<file path="src/hw/rtl/indent_aware_char_lexer_defines.svh">
// ----------------------------------------------------------------------------
// indent_aware_char_lexer_defines.svh
// assertion macros shared by the lexer rtl
// ----------------------------------------------------------------------------
`ifndef INDENT_AWARE_CHAR_LEXER_DEFINES_SVH
`define INDENT_AWARE_CHAR_LEXER_DEFINES_SVH

// same-cycle implication, clocked on clock, off during reset
`define IACL_ASSERT_IMP(label, pre, post) \
   label: assert property (@(posedge clock) disable iff (reset) (pre) |-> (post)) \
      else $error("iacl: same-cycle check failed");

// next-cycle implication, clocked on clock, off during reset
`define IACL_ASSERT_NXT(label, pre, post) \
   label: assert property (@(posedge clock) disable iff (reset) (pre) |=> (post)) \
      else $error("iacl: next-cycle check failed");

`endif

</file>
<file path="src/hw/rtl/iacl_pkg.sv">
// ----------------------------------------------------------------------------
// iacl_pkg
// shared types and constants of the indentation-aware character lexer
// ----------------------------------------------------------------------------
package iacl_pkg;

   // item function codes
   localparam logic [1:0] FUNC_CHAR = 2'd0;
   localparam logic [1:0] FUNC_END  = 2'd1;
   localparam logic [1:0] FUNC_PUSH = 2'd2;

   // token kinds
   localparam logic [2:0] KIND_END     = 3'd0;
   localparam logic [2:0] KIND_DOWN    = 3'd1;
   localparam logic [2:0] KIND_UP      = 3'd2;
   localparam logic [2:0] KIND_SPACE   = 3'd3;
   localparam logic [2:0] KIND_NEWLINE = 3'd4;
   localparam logic [2:0] KIND_PUNCT   = 3'd5;
   localparam logic [2:0] KIND_NORMAL  = 3'd6;

   // character codes
   localparam logic [7:0] CH_SPACE   = 8'h20;
   localparam logic [7:0] CH_NL      = 8'h0A;
   localparam logic [7:0] CH_DASH    = 8'h2D;
   localparam logic [7:0] CH_COLON   = 8'h3A;
   localparam logic [7:0] CH_COMMA   = 8'h2C;
   localparam logic [7:0] CH_LBRACK  = 8'h5B;
   localparam logic [7:0] CH_RBRACK  = 8'h5D;
   localparam logic [7:0] CH_LBRACE  = 8'h7B;
   localparam logic [7:0] CH_RBRACE  = 8'h7D;
   localparam logic [7:0] CH_LPAREN  = 8'h28;
   localparam logic [7:0] CH_RPAREN  = 8'h29;

   // sequencer states
   typedef enum logic [6:0] {
      ST_IDLE  = 7'b0000001,
      ST_READ  = 7'b0000010,
      ST_CHECK = 7'b0000100,
      ST_SPACE = 7'b0001000,
      ST_CHAR  = 7'b0010000,
      ST_DRAIN = 7'b0100000,
      ST_END   = 7'b1000000
   } state_type;

   // stack memory port controls
   typedef struct packed {
      logic wr_en;
      logic rd_en;
   } stk_cmd_type;

endpackage

</file>
<file path="src/hw/rtl/iacl_stack_ram.sv">
// ----------------------------------------------------------------------------
// iacl_stack_ram
// indent column stack storage, one write port and one registered read port
// ----------------------------------------------------------------------------
module iacl_stack_ram #(
   parameter int DEPTH  = 16,
   parameter int DATA_W = 12
) (
   input  logic                      clock,
   input  iacl_pkg::stk_cmd_type     cmd,
   input  logic [$clog2(DEPTH)-1:0]  wr_addr,
   input  logic [DATA_W-1:0]         wr_data,
   input  logic [$clog2(DEPTH)-1:0]  rd_addr,
   output logic [DATA_W-1:0]         rd_data
);

   logic [DATA_W-1:0] mem [DEPTH];
   logic [DATA_W-1:0] rd_data_ff;

   // write port
   always_ff @(posedge clock) begin
      if (cmd.wr_en) begin
         mem[wr_addr] <= wr_data;
      end
   end

   // read port, registered
   always_ff @(posedge clock) begin
      if (cmd.rd_en) begin
         rd_data_ff <= mem[rd_addr];
      end
   end

   assign rd_data = rd_data_ff;

endmodule

</file>
<file path="src/hw/rtl/indent_aware_char_lexer.sv">
// ----------------------------------------------------------------------------
// indent_aware_char_lexer
// character lexer that tracks line, column, space runs and a stack of
// indent columns, emitting one token per output transaction
// ----------------------------------------------------------------------------
// channel  direction  fields
// req_     in         func, char_code, indent_value
// rsp_     out        token_kind, token_char, space_length, begin/end line
//                     and column, last
//
// an item that yields no token (push, leading space, blank line, space in
// content) is taken while idle; otherwise the next item waits until its tokens are out.
// a character at a line start with a non-empty stack reads and compares
// stack entries (memory read, then compare): one per pop, plus one more
// unless the stack empties. reset is synchronous; the stack memory is not
// cleared, the fill count is. a stalled rsp_ side holds the sequencer.
// ----------------------------------------------------------------------------
`include "indent_aware_char_lexer_defines.svh"

module indent_aware_char_lexer #(
   parameter int STACK_DEPTH = 16,
   parameter int COLUMN_BITS = 12,
   parameter int LINE_BITS   = 16
) (
   input  logic                   clock,
   input  logic                   reset,
   input  logic                   req_valid,
   output logic                   req_ready,
   input  logic [1:0]             req_func,
   input  logic [7:0]             req_char_code,
   input  logic [COLUMN_BITS-1:0] req_indent_value,
   output logic                   rsp_valid,
   input  logic                   rsp_ready,
   output logic [2:0]             rsp_token_kind,
   output logic [7:0]             rsp_token_char,
   output logic [COLUMN_BITS-1:0] rsp_space_length,
   output logic [LINE_BITS-1:0]   rsp_begin_line,
   output logic [COLUMN_BITS-1:0] rsp_begin_column,
   output logic [LINE_BITS-1:0]   rsp_end_line,
   output logic [COLUMN_BITS-1:0] rsp_end_column,
   output logic                   rsp_last
);

   localparam int FILL_W = $clog2(STACK_DEPTH + 1);
   localparam int IDX_W  = $clog2(STACK_DEPTH);
   localparam logic [FILL_W-1:0]      FILL_FULL = FILL_W'(STACK_DEPTH);
   localparam logic [FILL_W-1:0]      FILL_ONE  = FILL_W'(1);
   localparam logic [COLUMN_BITS-1:0] COL_MAX   = {COLUMN_BITS{1'b1}};
   localparam logic [COLUMN_BITS-1:0] COL_ONE   = COLUMN_BITS'(1);
   localparam logic [LINE_BITS-1:0]   LINE_MAX  = {LINE_BITS{1'b1}};
   localparam logic [LINE_BITS-1:0]   LINE_ONE  = LINE_BITS'(1);

   iacl_pkg::state_type     state_ff, state_in;
   logic                    mode_ff, mode_in;
   logic [LINE_BITS-1:0]    line_ff, line_in;
   logic [COLUMN_BITS-1:0]  col_ff, col_in;
   logic [COLUMN_BITS-1:0]  run_len_ff, run_len_in;
   logic [COLUMN_BITS-1:0]  run_start_ff, run_start_in;
   logic [FILL_W-1:0]       fill_ff, fill_in;
   logic [7:0]              ch_ff, ch_in;

   logic                    rsp_valid_ff, rsp_valid_in;
   logic [2:0]              kind_ff, kind_in;
   logic [7:0]              tchar_ff, tchar_in;
   logic [COLUMN_BITS-1:0]  slen_ff, slen_in;
   logic [LINE_BITS-1:0]    bline_ff, bline_in;
   logic [COLUMN_BITS-1:0]  bcol_ff, bcol_in;
   logic [LINE_BITS-1:0]    eline_ff, eline_in;
   logic [COLUMN_BITS-1:0]  ecol_ff, ecol_in;
   logic                    last_ff, last_in;

   logic                    emit;
   logic                    slot_free;
   logic                    accept;
   logic [COLUMN_BITS-1:0]  col_next;
   logic [LINE_BITS-1:0]    line_next;
   logic [FILL_W-1:0]       fill_m1;
   logic [COLUMN_BITS-1:0]  top_col;
   logic                    is_punct;
   iacl_pkg::stk_cmd_type   stk_cmd;

   // stack storage
   iacl_stack_ram #(
      .DEPTH  (STACK_DEPTH),
      .DATA_W (COLUMN_BITS)
   ) u_stack (
      .clock   (clock),
      .cmd     (stk_cmd),
      .wr_addr (fill_ff[IDX_W-1:0]),
      .wr_data (req_indent_value),
      .rd_addr (fill_m1[IDX_W-1:0]),
      .rd_data (top_col)
   );

   // handshake and helpers
   assign slot_free = !rsp_valid_ff || rsp_ready;
   assign req_ready = (state_ff == iacl_pkg::ST_IDLE);
   assign accept    = req_valid && req_ready;
   assign col_next  = (col_ff == COL_MAX) ? col_ff : col_ff + COL_ONE;
   assign line_next = (line_ff == LINE_MAX) ? line_ff : line_ff + LINE_ONE;
   assign fill_m1   = fill_ff - FILL_ONE;
   assign is_punct  = ch_ff inside {iacl_pkg::CH_DASH, iacl_pkg::CH_COLON,
                                    iacl_pkg::CH_COMMA, iacl_pkg::CH_LBRACK,
                                    iacl_pkg::CH_RBRACK, iacl_pkg::CH_LBRACE,
                                    iacl_pkg::CH_RBRACE, iacl_pkg::CH_LPAREN,
                                    iacl_pkg::CH_RPAREN};

   assign stk_cmd.wr_en = accept && (req_func == iacl_pkg::FUNC_PUSH) && (fill_ff < FILL_FULL);
   assign stk_cmd.rd_en = (state_ff == iacl_pkg::ST_READ);

   // sequencer
   always_comb begin
      state_in     = state_ff;
      mode_in      = mode_ff;
      line_in      = line_ff;
      col_in       = col_ff;
      run_len_in   = run_len_ff;
      run_start_in = run_start_ff;
      fill_in      = fill_ff;
      ch_in        = ch_ff;
      emit         = 1'b0;
      kind_in      = iacl_pkg::KIND_END;
      tchar_in     = 8'd0;
      slen_in      = '0;
      bline_in     = line_ff;
      bcol_in      = col_ff;
      eline_in     = line_ff;
      ecol_in      = col_ff;
      last_in      = 1'b0;

      case (state_ff)
         iacl_pkg::ST_IDLE: begin
            if (accept) begin
               case (req_func)
                  iacl_pkg::FUNC_PUSH: begin
                     if (fill_ff < FILL_FULL) begin
                        fill_in = fill_ff + FILL_ONE;
                     end
                  end
                  iacl_pkg::FUNC_END: begin
                     state_in = (fill_ff != '0) ? iacl_pkg::ST_DRAIN : iacl_pkg::ST_END;
                  end
                  iacl_pkg::FUNC_CHAR: begin
                     ch_in = req_char_code;
                     if (!mode_ff) begin
                        // line start: blank lines and leading spaces
                        if (req_char_code == iacl_pkg::CH_NL) begin
                           line_in = line_next;
                           col_in  = COL_ONE;
                        end else if (req_char_code == iacl_pkg::CH_SPACE) begin
                           col_in = col_next;
                        end else begin
                           state_in = (fill_ff != '0) ? iacl_pkg::ST_READ
                                                      : iacl_pkg::ST_CHAR;
                        end
                     end else begin
                        // in content: spaces build a run
                        if (req_char_code == iacl_pkg::CH_SPACE) begin
                           if (run_len_ff == '0) begin
                              run_start_in = col_ff;
                           end
                           if (run_len_ff != COL_MAX) begin
                              run_len_in = run_len_ff + COL_ONE;
                           end
                           col_in = col_next;
                        end else begin
                           state_in = (run_len_ff != '0) ? iacl_pkg::ST_SPACE
                                                         : iacl_pkg::ST_CHAR;
                        end
                     end
                  end
                  default: begin
                  end
               endcase
            end
         end
         iacl_pkg::ST_READ: begin
            state_in = iacl_pkg::ST_CHECK;
         end
         iacl_pkg::ST_CHECK: begin
            // compare the column against the top of the stack
            if (col_ff < top_col) begin
               if (slot_free) begin
                  emit     = 1'b1;
                  kind_in  = iacl_pkg::KIND_DOWN;
                  fill_in  = fill_m1;
                  state_in = (fill_m1 != '0) ? iacl_pkg::ST_READ : iacl_pkg::ST_CHAR;
               end
            end else if (col_ff > top_col) begin
               if (slot_free) begin
                  emit     = 1'b1;
                  kind_in  = iacl_pkg::KIND_UP;
                  state_in = iacl_pkg::ST_CHAR;
               end
            end else begin
               state_in = iacl_pkg::ST_CHAR;
            end
         end
         iacl_pkg::ST_SPACE: begin
            if (slot_free) begin
               emit       = 1'b1;
               kind_in    = iacl_pkg::KIND_SPACE;
               slen_in    = run_len_ff;
               bcol_in    = run_start_ff;
               run_len_in = '0;
               state_in   = iacl_pkg::ST_CHAR;
            end
         end
         iacl_pkg::ST_CHAR: begin
            if (slot_free) begin
               emit     = 1'b1;
               last_in  = 1'b1;
               state_in = iacl_pkg::ST_IDLE;
               if (ch_ff == iacl_pkg::CH_NL) begin
                  kind_in = iacl_pkg::KIND_NEWLINE;
                  line_in = line_next;
                  col_in  = COL_ONE;
                  mode_in = 1'b0;
               end else begin
                  kind_in  = is_punct ? iacl_pkg::KIND_PUNCT : iacl_pkg::KIND_NORMAL;
                  tchar_in = ch_ff;
                  ecol_in  = col_next;
                  col_in   = col_next;
                  mode_in  = 1'b1;
               end
            end
         end
         iacl_pkg::ST_DRAIN: begin
            if (slot_free) begin
               emit    = 1'b1;
               kind_in = iacl_pkg::KIND_DOWN;
               fill_in = fill_m1;
               if (fill_m1 == '0) begin
                  state_in = iacl_pkg::ST_END;
               end
            end
         end
         iacl_pkg::ST_END: begin
            if (slot_free) begin
               emit         = 1'b1;
               kind_in      = iacl_pkg::KIND_END;
               last_in      = 1'b1;
               state_in     = iacl_pkg::ST_IDLE;
               mode_in      = 1'b0;
               line_in      = LINE_ONE;
               col_in       = COL_ONE;
               run_len_in   = '0;
               run_start_in = COL_ONE;
               fill_in      = '0;
            end
         end
         default: begin
            state_in = iacl_pkg::ST_IDLE;
         end
      endcase
   end

   assign rsp_valid_in = emit || (rsp_valid_ff && !rsp_ready);

   // control state
   always_ff @(posedge clock) begin
      if (reset) begin
         state_ff     <= iacl_pkg::ST_IDLE;
         mode_ff      <= 1'b0;
         line_ff      <= LINE_ONE;
         col_ff       <= COL_ONE;
         run_len_ff   <= '0;
         run_start_ff <= COL_ONE;
         fill_ff      <= '0;
         rsp_valid_ff <= 1'b0;
      end else begin
         state_ff     <= state_in;
         mode_ff      <= mode_in;
         line_ff      <= line_in;
         col_ff       <= col_in;
         run_len_ff   <= run_len_in;
         run_start_ff <= run_start_in;
         fill_ff      <= fill_in;
         rsp_valid_ff <= rsp_valid_in;
      end
   end

   // latched character and output token
   always_ff @(posedge clock) begin
      ch_ff <= ch_in;
      if (emit) begin
         kind_ff  <= kind_in;
         tchar_ff <= tchar_in;
         slen_ff  <= slen_in;
         bline_ff <= bline_in;
         bcol_ff  <= bcol_in;
         eline_ff <= eline_in;
         ecol_ff  <= ecol_in;
         last_ff  <= last_in;
      end
   end

   assign rsp_valid        = rsp_valid_ff;
   assign rsp_token_kind   = kind_ff;
   assign rsp_token_char   = tchar_ff;
   assign rsp_space_length = slen_ff;
   assign rsp_begin_line   = bline_ff;
   assign rsp_begin_column = bcol_ff;
   assign rsp_end_line     = eline_ff;
   assign rsp_end_column   = ecol_ff;
   assign rsp_last         = last_ff;

   // checks
   `IACL_ASSERT_IMP(a_fill_bound, 1'b1, fill_ff <= FILL_FULL)
   `IACL_ASSERT_NXT(a_read_then_check, state_ff == iacl_pkg::ST_READ, state_ff == iacl_pkg::ST_CHECK)
   `IACL_ASSERT_NXT(a_end_clears, (state_ff == iacl_pkg::ST_END) && slot_free, (fill_ff == '0) && !mode_ff)
   `IACL_ASSERT_NXT(a_push_grows, stk_cmd.wr_en, fill_ff == $past(fill_ff) + FILL_ONE)

endmodule

</file>
<file path="config.mk">
export PLATFORM = sky130hd
export DESIGN_NAME = indent_aware_char_lexer
export DESIGN_NICKNAME = d
export VERILOG_FILES = /design/src/hw/rtl/iacl_pkg.sv /design/src/hw/rtl/iacl_stack_ram.sv /design/src/hw/rtl/indent_aware_char_lexer.sv
export VERILOG_INCLUDE_DIRS = /design/src /design/src/hw/rtl
export SDC_FILE = /design/constraint.sdc
export NUM_CORES = 1
export LEC_CHECK = 0
export BUFFER_PORTS_ARGS = -buffer_cell sky130_fd_sc_hd__buf_2
export CAP_MARGIN = 20
export CORE_MARGIN = 2
export CORE_UTILIZATION = 30
export CTS_CLUSTER_DIAMETER = 40
export DETAILED_ROUTE_END_ITERATION = 8
export PLACE_DENSITY_LB_ADDON = 0.3
export SYNTH_ARGS = -nofsm -noshare
export SYNTH_HDL_FRONTEND = slang
export SYNTH_HIERARCHICAL = 1
export SYNTH_SLANG_ARGS = --single-unit
</file>
<file path="constraint.sdc">
create_clock -name clock -period 10.9 [get_ports clock]
set_input_delay 1.09 -clock clock [delete_from_list [all_inputs] [get_ports clock]]
set_output_delay 1.09 -clock clock [all_outputs]
set_load 0.02 [all_outputs]
</file>
Word level (Yosys, flattened, before mapping)
Memory sizes are Yosys's and may differ from the RTL's. A register that Yosys moved wholly into a read port is not among the register bits. Index checks and enable logic that the tools add are counted.

Memories: 1. Word-level logic and storage cells: 187. Bits of input ports: 26. Register bits: 138. RAM bits: 192. Output and inout bits: 82.

Order comparisons: 3. Reductions and logical operators: 33. Eq/ne operators: 46. Muxes and demuxes: 81. Add/subtract/negate cells: 5. Bitwise operators: 2.

Memory list: u_stack.mem (words 16, bits a word 12, read ports 1, clocked after memory_dff 1, wr ports 1, line iacl_stack_ram.sv:17) `logic [DATA_W-1:0] mem [DEPTH];`.

Operators with widths (number): $mux W12 (25); $mux W16 (8); $mux W7 (13); $eq A8 B6 Y1 const B (6); $pmux W12 S2 (2); $pmux W16 S3 (1); $mux W5 (9); $pmux W7 S6 (1); $pmux W12 S3 (1); $eq A8 B7 Y1 const B (4); $add A12 B1 Y12 const B (2); $ne A2 B1 Y1 const B (11); $pmux W5 S4 (1); $add A16 B1 Y16 const B (1); $eq A16 B16 Y1 const B (1); $eq A8 B4 Y1 const B (2); $reduce_and A8 Y1 (2); $ne A2 B2 Y1 const B (7); $pmux W7 S2 (1); $reduce_and A7 Y1 (2); $eq A12 B12 Y1 const B (1); $gt A12 B12 Y1 (1); $logic_not A12 Y1 (1); $lt A12 B12 Y1 (1); 40 further kinds (66).

Logic depth before layout (Yosys ltp)
Word-level depth: 8. Gate-level depth with buffers: 9. Mapped depth without buffers: 8.

By module
The synthesis kept the hierarchy.

By module, submodules not included: iacl_stack_ram (times used 1, sequential area each 6125.9 µm², cells each 329, area each 7719.9 µm²); indent_aware_char_lexer (times used 1, sequential area each 3483.3 µm², cells each 715, area each 6942.9 µm²).

Worst setup path before layout
Ideal clock, no wire load.

Path type: reg2reg. From: register state_ff[6]. To: register bcol_ff[0], in the netlist rsp_begin_column[0] (enable). Buffers on the path: 1. Data required time: 10.414 ns. Clock period less this slack: 4.860 ns. Arrival time: 4.374 ns. Cell stages (with the launch flop): 8. Slack: 6.040 ns. Library setup time: 0.486 ns. Cell sequence: dfxtp_1 > clkbuf_1 > nor3_1 > nand3_1 > a2111o_1 > nand3_1 > a211oi_1 > nor2_1.

Longest elaborated chain between the ends: 3. Elaborated cells between the ends (all ways): 7. Classes of those cells: eq/ne (5); mux (1); reduce/logical (1).

Ends and longest elaborated chain: start, declared (line indent_aware_char_lexer.sv:53) `iacl_pkg::state_type state_ff, state_in;`; start signal, assigned (line indent_aware_char_lexer.sv:263) `state_ff <= iacl_pkg::ST_IDLE;`; start signal, assigned (line indent_aware_char_lexer.sv:272) `state_ff <= state_in;`; $eq A7 B7 Y1, or another cell as far along (line indent_aware_char_lexer.sv:131) `case (state_ff)`; $reduce_or A4 Y1 (no source line); $pmux W1 S2 * (line indent_aware_char_lexer.sv:131); via emit (line indent_aware_char_lexer.sv:72) `logic emit;`; end signal, assigned (line indent_aware_char_lexer.sv:291) `bcol_ff <= bcol_in;`; end, declared (line indent_aware_char_lexer.sv:67) `logic [COLUMN_BITS-1:0] bcol_ff, bcol_in;`.

Mark *: on every way through the listed nets, which the timed path passes. The rest lies on a longest branch. A chain may end at the register's enable or synchronous reset.

Worst setup path in the final report
From: register state_ff[5]. To: register slen_ff[11], in the netlist rsp_space_length[11] (enable).

Longest elaborated chain between the ends: 3. Elaborated cells between the ends (all ways): 7. Classes of those cells: eq/ne (5); mux (1); reduce/logical (1).

Ends and longest elaborated chain: $eq A7 B7 Y1, or another cell as far along (line indent_aware_char_lexer.sv:131); $reduce_or A4 Y1 (no source line); $pmux W1 S2 * (line indent_aware_char_lexer.sv:131); via emit (line indent_aware_char_lexer.sv:72); end signal, assigned (line indent_aware_char_lexer.sv:289) `slen_ff <= slen_in;`; end, declared (line indent_aware_char_lexer.sv:65) `logic [COLUMN_BITS-1:0] slen_ff, slen_in;`.

Marked as above.

==> summary.md <==
| Metric | Value |
|---|---|
| Synth top area share | 0.565 |
| CTS resizes | 0 |
| Pwr Density | 219 nW/um^2 |
| Most frequent cells in the layout | edfxtp_1, buf_2, nand2_1 |
| Compound-Gate Fraction of Synth Area | 0.0833 |
| TritonCTS buffer count | 49 |
| Yosys warning count | 6 |
| DRC | 0 |
| Worst vdd ir | 0.117 mV |
| Clk slew on worst S/H paths | 0.06 ns |
| Vias per cell | 5.03 |
| Inst Count DP | 1713 |
| Slew @ Worst Pin | 1.06 ns |
| Crit end category | flip-flop |
| Unrepaired setup endpoints after global routing | false |
| Latest clock arrival within the worst-skew pair | 0.57 ns |
| Setup Skew | 0.0139 ns |
| Largest family of logic cells by synthesized area | simple AND/OR/NAND/NOR gates |
| Drt initial violations | 793 |
| Crit path max fanout | 41 |
| Cell Area, Synth | 14700 um^2 |
| Final period demand of the worst path | 3.63 ns |
| Fin. Hold Viols | 0 |
| Initial antenna violation count | 1 |
| Post-synth ARST share | 0 |
| CP Buf/Inv Count | 1 |
| Max stage delay on crit path | 0.70 ns |
| Max clock buf depth | 3 |
| Tcrit/Tclk final | 0.333 |
| CTS tree | built |
| Global route overflow | 0 |
| NumNets Final | 1200 |
| Synth Area in Adders | 0.0171 |
| Post-Synth Simple-Gate Area | 0.115 |
| Hold/Removal Path Class | reg2reg |
| Die span in y | 225 um |
| IO Pins | 108 |
| GPL Wtd Cong | 0.809 |
| Most common cell after layout, fill and taps aside | edfxtp_1 |
| Unique masters post-synth | 72 |
| CORE AREA | 48500 um^2 |
| H-Tree Depth | 2 |
| EDFF count, synth | 276 |
| Clock sink count | 342 |
| F_max | 275 MHz |
| DR WL/cell | 18.2 um |
| Post-synthesis mux area share | 0.0818 |
| Final setup violation count | 0 |
| Xor and xnor area share after synthesis | 0.0108 |
| Share of post-route cells with drive strength above 1 | 0.220 |
| Area contributors post-synth | edfxtp_1, dfxtp_1, mux4_2 |
| # Post-CTS Setup Buffers | 0 |
| Final std cells w/o fill | 1817 |
| Req. time, crit path | 11.10 ns |
| Setup CP Type | reg2reg |
| Crit start category | flip-flop |
| First-pass DRT Iterations | 5 |
| Total die area | 50700 um^2 |
| Antenna viol nets, final | 0 |
| Seq cells post-synth | 342 |
| Leakage power | 5.96 nW |
| Largest net degree at the start of global routing | 49 |
| Slowest-stage cell, CP | nor3_1 |
| Syn Area/Cell | 14.0 um^2 |
| DP Wirelength | 21900 um |
| # port buffers | 107 |
| Most numerous cell on the critical path | nand3_1 |
| First-pass GRT wire length | 50700 um |
| Via count | 9137 |
| Area grow syn2layout | 19.1% |
| Setup TNS | 0 ns |
| Cell taking the most area after synthesis | edfxtp_1 |
| Number of global-route vias before repair | 8855 |
| Fillers | 4560 |
| Mapped Cells | 1044 |
| Clock Tree Root | clkbuf_16 |
| Pwr Total | 3.83 mW |
| Die X | 225 um |
| Worst-path cell chain | nor3_1 -> nand3_1 -> a2111o_1 -> nand3_1 -> a211oi_1 -> nor2_4 -> buf_4 |
| Count of pins over their slew limit | 0 |
| Rows | 81 |
| Top_reg_cell synth | edfxtp_1 |
| CP arrival | 3.84 ns |
| Status | finished clean |
| Max cap viols | 0 |
| Post-CTS Hold Buffers | 0 |
| Tot GR Track Use | 0.130 |
| Delay-heaviest family, CP | simple AND/OR/NAND/NOR gates |
| Initial core utilization | 0.302 |
| WL final | 33100 um |
| Worst slew margin | 0.288 |
| Seq/Total Area, Yosys | 0.655 |
| Syn_nets | 1090 |
per-layer routing:
| metal | global-route usage | vias up | wire, um |
|---|---|---|---|
| li1 | - | 4270 | - |
| met2 | 0.213 | 276 | 15500 |
| met4 | 0.0429 | 0 | 703 |
| met3 | 0.0266 | 56 | 1830 |
| met5 | 0 | - | 0 |
| met1 | 0.173 | 4535 | 15000 |
cells by family after synthesis:
group / Yosys count
flops: 342
simple gates: 312
buf+inv: 108
fa+ha+maj: 20
compound gates: 190
mux: 54
xor+xnor: 18
worst reg2reg max path: cells and delay by family, from the launching register on:
kind                   cells  cell delay [ns]
DFF                        1             0.42
buffers and inverters      1             0.58
and+or+nand+nor            4             1.67
AOI/OAI and AO/OA          2             0.57
flip-flops by register name (all words and copies together) (netlist names), 7 cells and up:
name	cells
bline_in	16
ch_ff	8
col_ff	12
rsp_begin_column	12
rsp_end_column	12
rsp_end_line	16
rsp_space_length	12
rsp_token_char	8
run_len_ff	12
run_start_ff	12
state_ff	7
u_stack/mem	192
u_stack/rd_data	12
area by class of cell:
class                   instances  area [um^2]  share of cell area
diodes                          1         2.50            0.000143
multi-input cells             594         4550               0.260
well taps                     622          778              0.0445
clock buffers                  56         1290              0.0741
clock inverters                35          399              0.0228
inverters                      43          161             0.00924
flip-flops and latches        342         9610               0.550
repair buffers                124          679              0.0389
synth_stat cells, types with 3 or more instances:
library cell,instances
a2111o_1,3
a211oi_1,5
a21oi_1,56
a22oi_1,25
a311oi_1,8
a31oi_1,6
and2_1,15
and3_1,20
and4_1,3
buf_2,6
buf_4,16
buf_6,4
clkbuf_1,34
dfxtp_1,66
edfxtp_1,276
ha_1,20
inv_1,43
mux2i_1,4
mux4_1,15
mux4_2,33
nand2_1,74
nand2b_1,13
nand3_1,29
nand3b_1,3
nand4_1,13
nand4b_1,6
nor2_1,59
nor2b_1,6
nor3_1,16
nor4_1,8
nor4b_1,3
o211ai_1,3
o21ai_0,50
o31ai_1,10
or2_2,3
or3_1,17
or4_1,10
xnor2_1,11
xor2_1,7
worst paths after layout:
path / cells after the start / slack [ns] / startpoint / to
hold / removal: 2 / 0.47 / run_start_ff[10]$_SDFFE_PP0P_ / run_start_ff[10]$_SDFFE_PP0P_
setup reg to reg: 7 / 7.27 / state_ff[5]$_SDFFE_PP0P_ / rsp_space_length[11]$_SDFFCE_PN0P_
setup / recovery: 7 / 7.27 / state_ff[5]$_SDFFE_PP0P_ / rsp_space_length[11]$_SDFFCE_PN0P_
hold reg to reg: 2 / 0.47 / run_start_ff[10]$_SDFFE_PP0P_ / run_start_ff[10]$_SDFFE_PP0P_
through the flow:
step	instance area [um^2]	util	hold WS, ns	setup slack [ns]
global placement	15700	0.323	0.449	6.54
finish	17500	0.360	0.469	7.27
CTS	17400	0.358	0.476	7.25
floorplan	14700	-	0.433	6.04
detailed placement	15700	0.323	0.464	6.85
global route	17500	0.360	0.493	6.97
power by group:
part	switching [mW]	internal [mW]	leakage (nW)
clock	0.597	1.01	0.821
sequential	0.0426	1.49	3.02
combinational	0.437	0.244	2.11
No activity file was read; power rests on OpenSTA's default activity.
